### src/rtl/vurp_ram.sv
// vurp_ram: generic single port-pair ram with registered read
// depends on nothing
`default_nettype none
module vurp_ram #(
   parameter int Width = 8,
   parameter int Depth = 256
) (
   input  wire logic                     clock,
   input  wire logic                     wr_en,
   input  wire logic [$clog2(Depth)-1:0] wr_addr,
   input  wire logic [Width-1:0]         wr_data,
   input  wire logic                     rd_en,
   input  wire logic [$clog2(Depth)-1:0] rd_addr,
   output logic      [Width-1:0]         rd_data
);
   logic [Width-1:0] mem [Depth];

   always_ff @(posedge clock) begin
      if (wr_en) mem[wr_addr] <= wr_data;
      if (rd_en) rd_data <= mem[rd_addr];
   end
endmodule
`default_nettype wire

### config.mk
export PLATFORM = sky130hd
export DESIGN_NAME = vurp_ram
export DESIGN_NICKNAME = d
export VERILOG_FILES = /design/src/rtl/vurp_ram.sv
export SDC_FILE = /design/constraint.sdc
export NUM_CORES = 2
export LEC_CHECK = 0
export ABC_CLOCK_PERIOD_IN_PS = 9500
export BUFFER_PORTS_ARGS = -buffer_cell sky130_fd_sc_hd__buf_2
export CELL_PAD_IN_SITES_DETAIL_PLACEMENT = 0
export CELL_PAD_IN_SITES_GLOBAL_PLACEMENT = 2
export CORE_MARGIN = 3
export CORE_UTILIZATION = 55
export DETAILED_ROUTE_END_ITERATION = 16
export GPL_TIMING_DRIVEN = 0
export PLACE_DENSITY = 0.94
export SYNTH_ARGS = -nofsm -noshare
export SYNTH_HDL_FRONTEND = slang
export SYNTH_SLANG_ARGS = --single-unit
### constraint.sdc
create_clock -name clock -period 9.5 [get_ports clock]
set_clock_uncertainty 0.1 [all_clocks]
set_input_delay 2.85 -clock clock [delete_from_list [all_inputs] [get_ports clock]]
set_output_delay 2.85 -clock clock [all_outputs]
set_load 0.005 [all_outputs]
After elaboration in Yosys (flattened, before gate mapping)
Memory sizes are Yosys's and may differ from the RTL's. A register that Yosys moved wholly into a read port is not among the register bits.
Index checks and enable logic that the tools add are counted.
{ "totals": {"ff_bits": 0, "mem_bits_rw": 2048, "inputBits": 27, "mem_count": 1} }
{ "classes": {"mux": 2} }
{ "mem_list": {"columns": ["name", "words", "word_bits", "read_ports", "rd_ports_with_merged_regs", "write_ports", "line_no", "source"], "rows": [
  ["mem", 256, 8, 1, 1, 1, "16", "logic [Width-1:0] mem [Depth];"]
]} }
{ "ops": {"columns": ["cell", "count"], "rows": [
  ["$mux 1", 2]
]} }

Depth between registers and ports, before layout
{ "depth": {"depth_word": 2, "ltp_mapped": 11, "ltp_nobuf": 6} }

Worst setup path before layout
Ideal clock, no wire load.
{ "synth_path": {"path_type": "input-to-reg", "from": "in rd_addr[0]", "to": "reg rd_data[2], read port of mem (data pin)", "arrival_time_ns": 4.657, "required_ns": 9.131, "slack_ns": 4.474, "stages": 9, "cell_sequence": "buf_6 > buf_12 > buf_8 > buf_2 > mux4_2 > a22oi_1 > a21oi_1 > nor4_1 > nor4_2"} }
{ "synth_rtl": {"columns": ["element", "line_no", "source"], "rows": [
  ["from (decl)", "13", "input wire logic [$clog2(Depth)-1:0] rd_addr,"],
  ["to (decl)", "14", "output logic [Width-1:0] rd_data"]
]} }

==> metrics.md <==
| Metric | Value |
|---|---|
| Final Cycle Share | `0.786` |
| DR iter-0 viols | `8398` |
| Initial antenna violation count | `16` |
| Post-synth EDFFs | `2056` |
| Final Hold Fails | `0` |
| Max-cap violations | `6` |
| P_leak | `0.0274 µW` |
| Sequential share of the synthesized area | `0.775` |
| R2r startpoint | `mem[141][4]$_DFFE_PP_` |
| WHS Endpoint | `rd_data[0]$_DFFE_PP_` |
| Top-area cell type share of the netlist area | `0.775` |
| DRC viols | `0` |
| Util after Layout | `0.623` |
| Worst Hold Class | `flop to flop` |
| Post-layout total power | `18800 µW` |
| Post-CTS Setup Inserts | `0` |
| Final worst path period need | `7460 ps` |
| Status | `finished with violations` |
| Gate power share | `0.057` |
| Vias | `42800` |
| Clk Latency, worst-skew pair | `860 ps` |
| Simple-gate share of the synthesized area | `0.0263` |
| Vias in the first global route | `41300` |
| Multiplexer share of the synthesized area | `0.146` |
| Clock power share | `0.410` |
| I/O Buffers | `27` |
| Resized Gates After CTS | `0` |
| Placed Instances | `5665` |
| Slew HR | `-0.173` |
| Crit. End Element | `flop` |
| P_sw | `4190 µW` |
| Vias/cell | `7.08` |
| Largest family of logic cells by synthesized area | `multiplexers` |
| Cell taking the most area after synthesis | `edfxtp_1` |
| Hold-fix buffers at CTS | `0` |
| R2R Setup Slk | `5360 ps` |
| Die Ht | `387 µm` |
| CP Class | `primary input to flop` |
| Ranking of synthesized cells by area | `edfxtp_1 78%, mux4_2 13%, mux2i_1 1.7%` |
| Adder-cell share of the synthesized area | `0` |
| Layout filler cell count | `9494` |
| CTS buffer count | `193` |
| Synth Area in Compound Gates | `0.0342` |
| Cell Int Power | `14600 µW` |
| ANT nets after route | `0` |
| Finished Layout Cells | `6040` |
| Pin count of the biggest net entering global routing | `161` |
| YS warnings | `0` |
| Remaining Overflow, GRT | `0` |
| All-Layer GR Usage | `0.314` |
| Post-route setup TNS | `0 ps` |
| Nets@finish | `4001` |
| Ports | `35` |
| DR pass1 iterations | `8` |
| CP startpoint kind | `primary input` |
| Synth unique cells | `54` |
| Measured slew at the worst slew-check pin | `1740 ps` |
| Max rail drop VDD | `0.215 mV` |
| Cells after Synth | `3733` |
| Core Footprint | `143000 µm²` |
| Clock transition at path regs | `70 ps` |
| R2R Path End | `rd_data[4]$_DFFE_PP_` |
| Hold_sp | `mem[38][0]$_DFFE_PP_` |
| Critical Path RT | `9840 ps` |
| Post-synthesis net count | `3760` |
| Sequential fraction of design power | `0.533` |
| Clock Tree Root | `clkbuf_16` |
| RSZ-0062 raised after global routing | `no` |
| First-pass GRT wire length | `325 mm` |
| WP data arrival | `7800 ps` |
| # setup viols final | `0` |
| CTS max path bufs | `3` |
| Path depth of the worst reg2reg path | `6` |
| Clk sinks | `2056` |
| Sw Ratio | `0.223` |
| Post-synth top flop | `edfxtp_1` |
| Area grow syn2layout | `11.6%` |
| Violated checks | `max-capacitance violations, max-slew violations` |
| Row cnt | `138` |
| Max FO, Critical Path | `10` |
| Htree depth | `4` |
| Routed WL | `236 mm` |
| Share of post-route cells with drive strength above 1 | `0.220` |
| #FFs+latches synth | `2056` |
| Drt wl/cell | `39.0 µm` |
| Syn avg cell area | `21.3 µm²` |
| Final GP Congestion | `0.988` |
| Fmax | `0.134 GHz` |
| Power Dens Cells | `211 nW/µm²` |
| CTS tree | `built` |
| Die Area | `149000 µm²` |
| Initial Util | `0.558` |
| CP Launch Point | `rd_addr[1]` |
| HPWL after DPL | `153 mm` |
| Ys async rst share | `0` |
| Die W | `387 µm` |
| Hold path depth | `5` |
| XOR/XNOR Fraction of Synth Area | `0` |
| Cell area after synthesis | `79600 µm²` |
| Max-slew violation count | `17` |
-- synth_stat cells, types with 16 or more instances --
master / number
nor2b_1: 31
edfxtp_1: 2056
a22oi_1: 133
nand2_1: 33
a21oi_1: 96
o22ai_1: 28
nor3_1: 22
clkbuf_1: 111
nor2_1: 282
buf_6: 21
a211oi_1: 16
buf_1: 22
buf_4: 27
nand3_1: 34
o221ai_1: 46
buf_2: 31
mux2i_1: 134
nor4_1: 24
mux4_2: 454
-- worst max-delay path, cell delays in order --
cell	delay, ps
buf_2	270
buf_4	320
buf_2	590
buf_1	1090
mux4_2	470
a22oi_1	220
a21oi_1	200
nor4_1	1400
nor4_1	330
-- how the worst max path moves through the flow --
stage / to / slack (ps) / cells after the start
after global routing: rd_data[4]$_DFFE_PP_ / 2360 / 9
after CTS: rd_data[3]$_DFFE_PP_ / 2560 / 9
final: rd_data[3]$_DFFE_PP_ / 2040 / 9
after detailed placement: rd_data[3]$_DFFE_PP_ / 1680 / 9
after floorplan: rd_data[2]$_DFFE_PP_ / 4470 / 9
after global placement: rd_data[4]$_DFFE_PP_ / 1390 / 9
-- flip-flops by register name, summed over array words and instances (netlist names) --
name     count
mem       2048
rd_data      8
-- power by group through the flow --
stage                     sequential [µW]  clock, µW  combinational (µW)
after global placement              10200          0                 974
after floorplan                     10200          0                 486
after CTS                           10000       7700                1020
after detailed placement            10200          0                1010
after global routing                10000       8030                1070
final                               10000       7710                1060
-- kinds of logic (layout without fill, tap and decap cells) --
| group | after synthesis | in the layout |
|---|---|---|
| AND/OR/NAND/NOR | 466 | 466 |
| buffers and inverters | 235 | 642 |
| other | 0 | 10 |
| AO/OA/AOI/OAI | 385 | 385 |
| multiplexers | 591 | 591 |
| flip-flops | 2056 | 2056 |
-- layout by cell type (no fill, tap or decap), drive strengths merged, types with 6 or more instances in the layout --
master,n
a211oi,16
a21oi,96
a221oi,14
a22o,8
a22oi,133
and2,6
buf,166
bufinv,18
clkbuf,342
clkinv,97
clkinvlp,8
diode,10
edfxtp,2056
inv,10
mux2i,134
mux4,456
nand2,33
nand2b,8
nand3,34
nand4,10
nor2,282
nor2b,31
nor3,22
nor4,27
o211ai,10
o21ai,12
o221ai,47
o22ai,28
-- layout make-up --
class	count	area, µm²	area share
Antenna cell	10	25.0	0.000282
Buffer	233	1470	0.0165
Clock buffer	230	4990	0.0561
Clock inverter	131	1270	0.0143
Inverter	2	7.51	0.0000845
Multi-Input combinational cell	1442	16500	0.185
Sequential cell	2056	61700	0.695
Tap cell	1890	2360	0.0266
Timing Repair Buffer	46	558	0.00628
-- metrics by stage --
| stage | worst slack (ps) | hold WS [ps] | cell area [µm²] |
|---|---|---|---|
| 6_report | 2040 | 1060 | 88900 |
| 5_1_grt | 2360 | 1120 | 88900 |
| 4_1_cts | 2560 | 1100 | 88800 |
| 3_5_place_dp | 1680 | 1120 | 82500 |
| 3_3_place_gp | 1390 | 1090 | 82100 |
| 2_1_floorplan | 4470 | 764 | 79600 |
-- routing by layer --
metal	vias up	GRT usage	wire length, µm
li1	16200	-	-
met5	-	0.00415	249
met4	26	0.167	14700
met3	686	0.115	36100
met1	22000	0.417	79300
met2	3930	0.460	105000
(Power assumes the default switching activity.)
